`config.mk`:
```
export PLATFORM = sky130hd
export DESIGN_NAME = signed_int_to_decimal_ascii_core
export DESIGN_NICKNAME = d
export VERILOG_FILES = /design/src/hw/rtl/sidc_pkg.sv /design/src/hw/rtl/sidc_front.sv /design/src/hw/rtl/sidc_fifo.sv /design/src/hw/rtl/sidc_back.sv /design/src/hw/rtl/signed_int_to_decimal_ascii_core.sv
export SDC_FILE = /design/constraint.sdc
export NUM_CORES = 1
export LEC_CHECK = 0
export BUFFER_PORTS_ARGS = -buffer_cell sky130_fd_sc_hd__buf_2
export CORE_MARGIN = 4
export CORE_UTILIZATION = 45
export CTS_BUF_LIST = sky130_fd_sc_hd__clkbuf_8
export DETAILED_ROUTE_END_ITERATION = 10
export PLACE_DENSITY = 0.64
export REMOVE_ABC_BUFFERS = 1
export SLEW_MARGIN = 10
export SYNTH_ARGS = -nofsm -noshare
export SYNTH_HDL_FRONTEND = slang
export SYNTH_SLANG_ARGS = --single-unit
```
`constraint.sdc`:
```
create_clock -name clk_i -period 4 [get_ports clk_i]
set_input_delay 0.4 -clock clk_i [delete_from_list [all_inputs] [get_ports clk_i]]
set_output_delay 0.4 -clock clk_i [all_outputs]
set_load 0.03 [all_outputs]
```
`src/hw/rtl/sidc_pkg.sv`:
```
// ----------------------------------------------------------------------------
// sidc_pkg: shared definitions of the decimal text converter
// Widths, character codes and the item type that passes from the front end
// through the queue to the conversion back end.
// ----------------------------------------------------------------------------
package sidc_pkg;

  localparam int VALUE_WIDTH = 32;
  localparam int BCD_W       = 4;
  // Decimal digits needed for the unsigned range of VALUE_WIDTH bits.
  localparam int DIGITS      = (VALUE_WIDTH * 30103) / 100000 + 1;
  localparam int BCD_BITS    = DIGITS * BCD_W;
  localparam int STEP_W      = $clog2(VALUE_WIDTH);
  localparam int REM_W       = $clog2(DIGITS + 1);

  // The queue depth is a power of two.
  localparam int FIFO_DEPTH  = 2;
  localparam int PTR_W       = (FIFO_DEPTH > 1) ? $clog2(FIFO_DEPTH) : 1;
  localparam int CNT_W       = $clog2(FIFO_DEPTH + 1);

  localparam logic [7:0] ASCII_ZERO  = 8'd48;
  localparam logic [7:0] ASCII_MINUS = 8'd45;

  typedef struct packed {
    logic                   neg;
    logic [VALUE_WIDTH-1:0] mag;
  } item_t;

endpackage

```
`src/hw/rtl/sidc_front.sv`:
```
// ----------------------------------------------------------------------------
// sidc_front: request intake and sign classification
// Accepts one signed value, splits it into a sign flag and an unsigned
// magnitude and holds the result until the queue takes it.
// ----------------------------------------------------------------------------
module sidc_front (
  input  logic                                 clk_i,
  input  logic                                 rst_ni,
  input  logic                                 in_valid_i,
  output logic                                 in_stall_o,
  input  logic signed [sidc_pkg::VALUE_WIDTH-1:0] value_i,
  input  logic                                 fifo_full_i,
  output logic                                 push_o,
  output sidc_pkg::item_t                      item_o
);

  logic            valid_q;
  sidc_pkg::item_t item_q;
  logic            accept;
  sidc_pkg::item_t item_d;

  assign push_o     = valid_q && !fifo_full_i;
  assign in_stall_o = valid_q && fifo_full_i;
  assign accept     = in_valid_i && !in_stall_o;
  assign item_o     = item_q;

  always_comb begin
    item_d.neg = value_i[sidc_pkg::VALUE_WIDTH-1];
    item_d.mag = item_d.neg ? (~value_i + sidc_pkg::VALUE_WIDTH'(1)) : value_i;
  end

  always_ff @(posedge clk_i or negedge rst_ni) begin
    if (!rst_ni) begin
      valid_q <= 1'b0;
    end else if (accept) begin
      valid_q <= 1'b1;
    end else if (push_o) begin
      valid_q <= 1'b0;
    end
  end

  always_ff @(posedge clk_i) begin
    if (accept) begin
      item_q <= item_d;
    end
  end

endmodule

```
`src/hw/rtl/sidc_fifo.sv`:
```
// ----------------------------------------------------------------------------
// sidc_fifo: short request queue
// Decouples the intake from the conversion back end so that each side can
// stall on its own.
// ----------------------------------------------------------------------------
module sidc_fifo (
  input  logic            clk_i,
  input  logic            rst_ni,
  input  logic            push_i,
  input  sidc_pkg::item_t wr_item_i,
  output logic            full_o,
  input  logic            pop_i,
  output logic            empty_o,
  output sidc_pkg::item_t rd_item_o
);

  sidc_pkg::item_t                  mem_q [sidc_pkg::FIFO_DEPTH];
  logic [sidc_pkg::PTR_W-1:0]       wr_ptr_q;
  logic [sidc_pkg::PTR_W-1:0]       rd_ptr_q;
  logic [sidc_pkg::CNT_W-1:0]       count_q;

  assign full_o    = (count_q == sidc_pkg::CNT_W'(sidc_pkg::FIFO_DEPTH));
  assign empty_o   = (count_q == '0);
  assign rd_item_o = mem_q[rd_ptr_q];

  always_ff @(posedge clk_i or negedge rst_ni) begin
    if (!rst_ni) begin
      wr_ptr_q <= '0;
      rd_ptr_q <= '0;
      count_q  <= '0;
    end else begin
      if (push_i) begin
        wr_ptr_q <= wr_ptr_q + sidc_pkg::PTR_W'(1);
      end
      if (pop_i) begin
        rd_ptr_q <= rd_ptr_q + sidc_pkg::PTR_W'(1);
      end
      if (push_i && !pop_i) begin
        count_q <= count_q + sidc_pkg::CNT_W'(1);
      end else if (pop_i && !push_i) begin
        count_q <= count_q - sidc_pkg::CNT_W'(1);
      end
    end
  end

  always_ff @(posedge clk_i) begin
    if (push_i) begin
      mem_q[wr_ptr_q] <= wr_item_i;
    end
  end

endmodule

```
`src/hw/rtl/sidc_back.sv`:
```
// ----------------------------------------------------------------------------
// sidc_back: shift-add-3 conversion and character output
// Converts one magnitude to BCD, one bit a cycle, then sends the sign and
// the significant digits through a registered output stage.
// ----------------------------------------------------------------------------
module sidc_back (
  input  logic            clk_i,
  input  logic            rst_ni,
  input  logic            empty_i,
  input  sidc_pkg::item_t item_i,
  output logic            pop_o,
  output logic            out_valid_o,
  input  logic            out_stall_i,
  output logic [7:0]      text_char_o,
  output logic            last_char_o
);

  typedef enum logic [1:0] {
    StIdle,
    StConv,
    StSign,
    StDigit
  } state_e;

  state_e                              state_q;
  logic [sidc_pkg::VALUE_WIDTH-1:0]    mag_q;
  logic [sidc_pkg::BCD_BITS-1:0]       bcd_q;
  logic                                neg_q;
  logic                                seen_q;
  logic [sidc_pkg::STEP_W-1:0]         step_q;
  logic [sidc_pkg::REM_W-1:0]          rem_q;
  logic                                out_valid_q;
  logic [7:0]                          text_q;
  logic                                last_q;

  logic [sidc_pkg::BCD_BITS-1:0]       adj;
  logic [sidc_pkg::BCD_W-1:0]          top;
  logic                                out_free;
  logic                                is_last;
  logic                                skip;

  always_comb begin
    for (int i = 0; i < sidc_pkg::DIGITS; i++) begin
      adj[i*sidc_pkg::BCD_W +: sidc_pkg::BCD_W] =
        (bcd_q[i*sidc_pkg::BCD_W +: sidc_pkg::BCD_W] >= 4'd5) ?
        bcd_q[i*sidc_pkg::BCD_W +: sidc_pkg::BCD_W] + 4'd3 :
        bcd_q[i*sidc_pkg::BCD_W +: sidc_pkg::BCD_W];
    end
  end

  assign top      = bcd_q[sidc_pkg::BCD_BITS-1 -: sidc_pkg::BCD_W];
  assign out_free = !out_valid_q || !out_stall_i;
  assign is_last  = (rem_q == sidc_pkg::REM_W'(1));
  assign skip     = !seen_q && (top == '0) && !is_last;
  assign pop_o    = (state_q == StIdle) && !empty_i;

  assign out_valid_o = out_valid_q;
  assign text_char_o = text_q;
  assign last_char_o = last_q;

  always_ff @(posedge clk_i or negedge rst_ni) begin
    if (!rst_ni) begin
      state_q     <= StIdle;
      mag_q       <= '0;
      bcd_q       <= '0;
      neg_q       <= 1'b0;
      seen_q      <= 1'b0;
      step_q      <= '0;
      rem_q       <= '0;
      out_valid_q <= 1'b0;
      text_q      <= '0;
      last_q      <= 1'b0;
    end else begin
      if (out_free) begin
        out_valid_q <= 1'b0;
      end
      unique case (state_q)
        StIdle: begin
          if (!empty_i) begin
            mag_q   <= item_i.mag;
            neg_q   <= item_i.neg;
            bcd_q   <= '0;
            step_q  <= '0;
            state_q <= StConv;
          end
        end
        StConv: begin
          bcd_q  <= {adj[sidc_pkg::BCD_BITS-2:0], mag_q[sidc_pkg::VALUE_WIDTH-1]};
          mag_q  <= {mag_q[sidc_pkg::VALUE_WIDTH-2:0], 1'b0};
          step_q <= step_q + sidc_pkg::STEP_W'(1);
          if (step_q == sidc_pkg::STEP_W'(sidc_pkg::VALUE_WIDTH - 1)) begin
            rem_q   <= sidc_pkg::REM_W'(sidc_pkg::DIGITS);
            seen_q  <= 1'b0;
            state_q <= neg_q ? StSign : StDigit;
          end
        end
        StSign: begin
          if (out_free) begin
            out_valid_q <= 1'b1;
            text_q      <= sidc_pkg::ASCII_MINUS;
            last_q      <= 1'b0;
            state_q     <= StDigit;
          end
        end
        StDigit: begin
          if (skip) begin
            bcd_q <= {bcd_q[sidc_pkg::BCD_BITS-sidc_pkg::BCD_W-1:0],
                      {sidc_pkg::BCD_W{1'b0}}};
            rem_q <= rem_q - sidc_pkg::REM_W'(1);
          end else if (out_free) begin
            out_valid_q <= 1'b1;
            text_q      <= sidc_pkg::ASCII_ZERO + {4'b0000, top};
            last_q      <= is_last;
            seen_q      <= 1'b1;
            bcd_q       <= {bcd_q[sidc_pkg::BCD_BITS-sidc_pkg::BCD_W-1:0],
                            {sidc_pkg::BCD_W{1'b0}}};
            rem_q       <= rem_q - sidc_pkg::REM_W'(1);
            if (is_last) begin
              state_q <= StIdle;
            end
          end
        end
        default: begin
          state_q <= StIdle;
        end
      endcase
    end
  end

endmodule

```
`src/hw/rtl/signed_int_to_decimal_ascii_core.sv`:
```
// ----------------------------------------------------------------------------
// signed_int_to_decimal_ascii_core: signed integer to decimal ASCII text
// The back end runs the shift-add-3 loop at one input bit per cycle, then
// drops one suppressed leading zero or sends one sign or digit per cycle,
// the sign and digits only while the output is not stalled. A two-entry
// queue lets the next request wait meanwhile.
// Reset is asynchronous and active low; it empties the queue and the output.
// ----------------------------------------------------------------------------
module signed_int_to_decimal_ascii_core (
  input  logic                                    clk_i,
  input  logic                                    rst_ni,
  input  logic                                    in_valid_i,
  output logic                                    in_stall_o,
  input  logic signed [sidc_pkg::VALUE_WIDTH-1:0] value_i,
  output logic                                    out_valid_o,
  input  logic                                    out_stall_i,
  output logic [7:0]                              text_char_o,
  output logic                                    last_char_o
);

  logic            push;
  logic            pop;
  logic            full;
  logic            empty;
  sidc_pkg::item_t wr_item;
  sidc_pkg::item_t rd_item;

  sidc_front u_front (
    .clk_i       (clk_i),
    .rst_ni      (rst_ni),
    .in_valid_i  (in_valid_i),
    .in_stall_o  (in_stall_o),
    .value_i     (value_i),
    .fifo_full_i (full),
    .push_o      (push),
    .item_o      (wr_item)
  );

  sidc_fifo u_fifo (
    .clk_i     (clk_i),
    .rst_ni    (rst_ni),
    .push_i    (push),
    .wr_item_i (wr_item),
    .full_o    (full),
    .pop_i     (pop),
    .empty_o   (empty),
    .rd_item_o (rd_item)
  );

  sidc_back u_back (
    .clk_i       (clk_i),
    .rst_ni      (rst_ni),
    .empty_i     (empty),
    .item_i      (rd_item),
    .pop_o       (pop),
    .out_valid_o (out_valid_o),
    .out_stall_i (out_stall_i),
    .text_char_o (text_char_o),
    .last_char_o (last_char_o)
  );

endmodule
```
==> out/qor.csv <==
metric;value;unit
status;finished clean;
critPathMaxStageDelay;0.54;ns
synth_edf_count;99;
synth.area.top_cells;edfxtp_1 (31%), dfrtp_1 (26%), ha_1 (4.2%);
cts_inserted_buffers;17;
fp.dieW;153;um
fin_tns_setup;0;ns
viasPerCell;5.34;
synth_top_family_by_area;compound AO/OA/AOI/OAI gates;
post-route-min-period;2.80;ns
drc;0;
clock.fmax;357;MHz
start_util;46.4;%
regToRegStartpoint;u_back.state_q[0];
hold_viol_final;0;
first_global_vias;6027;
gp_congestion;0.781;
synthesis.instances;851;
final_layout_size_suffix_gt1_share;12.2;%
whs;0.102;ns
die_h;153;um
slew_headroom;31.1;%
fin_crit_sh;70.1;%
clock_latency;0.47;ns
n_antenna_cell;0;
path_buf_inv;2;
cp.arrival;3.17;ns
synth-async-reset-ratio;49.7;%
worst_slew_pin_slew;1.03;ns
area_growth;8.96;%
io_pins;47;
yosysUniqueCellTypes;60;
ant_nets;0;
post_cts_buffers;0;
rows;52;
finalWirelength;17000;um
htreeDepth;4;
fin_cells;1162;
ys_seq_area_share;57.1;%
grt_max_degree;79;
drtIter0Drc;329;
hold_class;in -> async;
vdd_ir_drop_max;0.000349;V
path_cells;inv_1, ha_1, or3b_1, o31ai_1, nand2b_2, buf_4, o21ai_0, o221ai_1;
grt_usage;14.9;%
first_pass_iters;4;
worstSetupEndpointType;register;
final_common_cell;edfxtp_1;
yosysWarningCount;0;
nets;947;
cap_violations;0;
synth_top_cell_by_area;edfxtp_1;
finClkSkew;0.0189;ns
die_area;23500;sq um
clock-sinks;197;
dp_hpwl;10700;um
fill_cells;1853;
clock_path_buffers;2;
final_util;50.5;%
core_area;20500;sq um
synth-seq-cells;197;
startpoint_type;register;
crit_fanout;40;
wl_per_cell;14.6;um
hold_buffers;0;
dr_total_vias;6210;
cts.root.buffer_cell;clkbuf_8;
synthFlopType;edfxtp_1;
slew_viol_final;0;
critPathSlowestCell;or3b_1;
synth_adder_area_share;4.21;%
synth.top_cell.area_share;31.3;%
synth_compound_area_share;15.8;%
final_cell_mix;edfxtp_1 (99), dfrtp_1 (97), nand2_1 (85);
dp.cells;1130;
cts_resized;0;
grt_first_pass_wirelength;29200;um
crit_start;u_back.state_q[0];
rsz0062_at_grt;false;
powerDensity;796;nW/um^2
leakagePower;4.13;nW
synth_xor_area_share;4.24;%
synthMuxAreaShare;3.70;%
critPathRequiredTime;4.37;ns
criticalPathCategory;reg -> reg;
port_buffers;44;
avgSynthCellArea;11.2;sq um
antenna_found_initial;0;
clkSlewWorstSetupHoldPaths;0.10;ns
syn_area;9510;sq um
cts_tree;done;
setup_viol;0;
total_power;8.25;mW
cpLargestDelayFamily;simple AND/OR/NAND/NOR gates;
synthSimpleGateAreaFrac;11.3;%
grt-ovfl-total;0;
synthesized netlist by cell type (all sizes together) (13+ instances only):
master / count
a21oi: 76
a221oi: 19
buf: 18
clkbuf: 27
dfrtp: 98
edfxtp: 99
ha: 32
inv: 37
mux2i: 34
nand2: 85
nand2b: 19
nor2: 57
nor3: 13
o21ai: 81
xnor2: 43
through the flow:
step | setup slack (ns) | instance area, sq um
finish | 1.20 | 10400
floorplan | -1.76 | 9300
detailed placement | 1.20 | 9960
global placement | 1.31 | 9960
global route | 0.902 | 10400
CTS | 1.18 | 10400
report_power, final:
group	internal, mW	switching [mW]	total [mW]
Clock	0.575	0.733	1.31
Combinational	1.34	2.11	3.45
Sequential	2.95	0.546	3.49
Total	4.86	3.39	8.25
final cells by class:
type | count | area, sq um | share of cell area [%]
clock inverter | 15 | 166 | 1.61
sequential | 197 | 5430 | 52.4
multi-input combinational | 573 | 3770 | 36.4
inverter | 37 | 139 | 1.34
timing repair buffer | 53 | 290 | 2.80
clock buffer | 17 | 234 | 2.26
tap | 270 | 338 | 3.26
routing by layer:
metal  global-route usage [%]  routed length (um)  vias to the layer above  share of wire (%)
met5                        0                   0                        -                  0
met4                     4.25                 133                        0               0.78
met3                     2.88                 489                       13                2.9
met2                     24.9                8300                       79                 49
met1                     19.9                8050                     2979                 47
li1                         -                   -                     3139                  -
sequential cells by signal (all words and copies together) (netlist names):
name,flops
u_back.step_q,5
u_back.mag_q,32
u_fifo.mem_q,66
u_back.state_q,2
u_back.seen_q,1
u_back.rem_q,4
u_fifo.count_q,2
u_front.item_o,33
u_back.out_valid_o,1
u_fifo.rd_ptr_q,1
u_back.text_char_o,6
u_front.valid_q,1
u_back.neg_q,1
u_fifo.wr_ptr_q,1
u_back.bcd_q,40
u_back.last_char_o,1
final timing paths:
kind	end	slack, ns	depth (start not counted)
max	u_back.bcd_q[27]	1.20	8
min	u_back.bcd_q[16]	0.10	1
max reg2reg	u_back.bcd_q[27]	1.20	8
min reg2reg	u_fifo.mem_q[0][20]	0.45	0
max in group asynchronous	u_back.mag_q[2]	3.03	2
min in group clk_i	u_front.valid_q	0.13	2
worst reg2reg max path, delay by kind of cell (launching register included):
kind	cells	cell delay, ns
AOI/OAI and AO/OA	3	0.47
adders and majority gates	1	0.29
buffers and inverters	2	0.59
DFF	1	0.43
and+or+nand+nor	2	0.94
cells by family (layout without fill, tap and decap cells):
family	count (synthesis)	after routing
and+or+nand+nor	218	218
AOI/OAI and AO/OA	240	240
buffers and inverters	82	122
xor gates and xnor gates	46	46
adders and majority gates	32	32
other	1	2
muxes	35	35
DFF	197	197
Note: power is estimated with default switching activity, not from simulation.
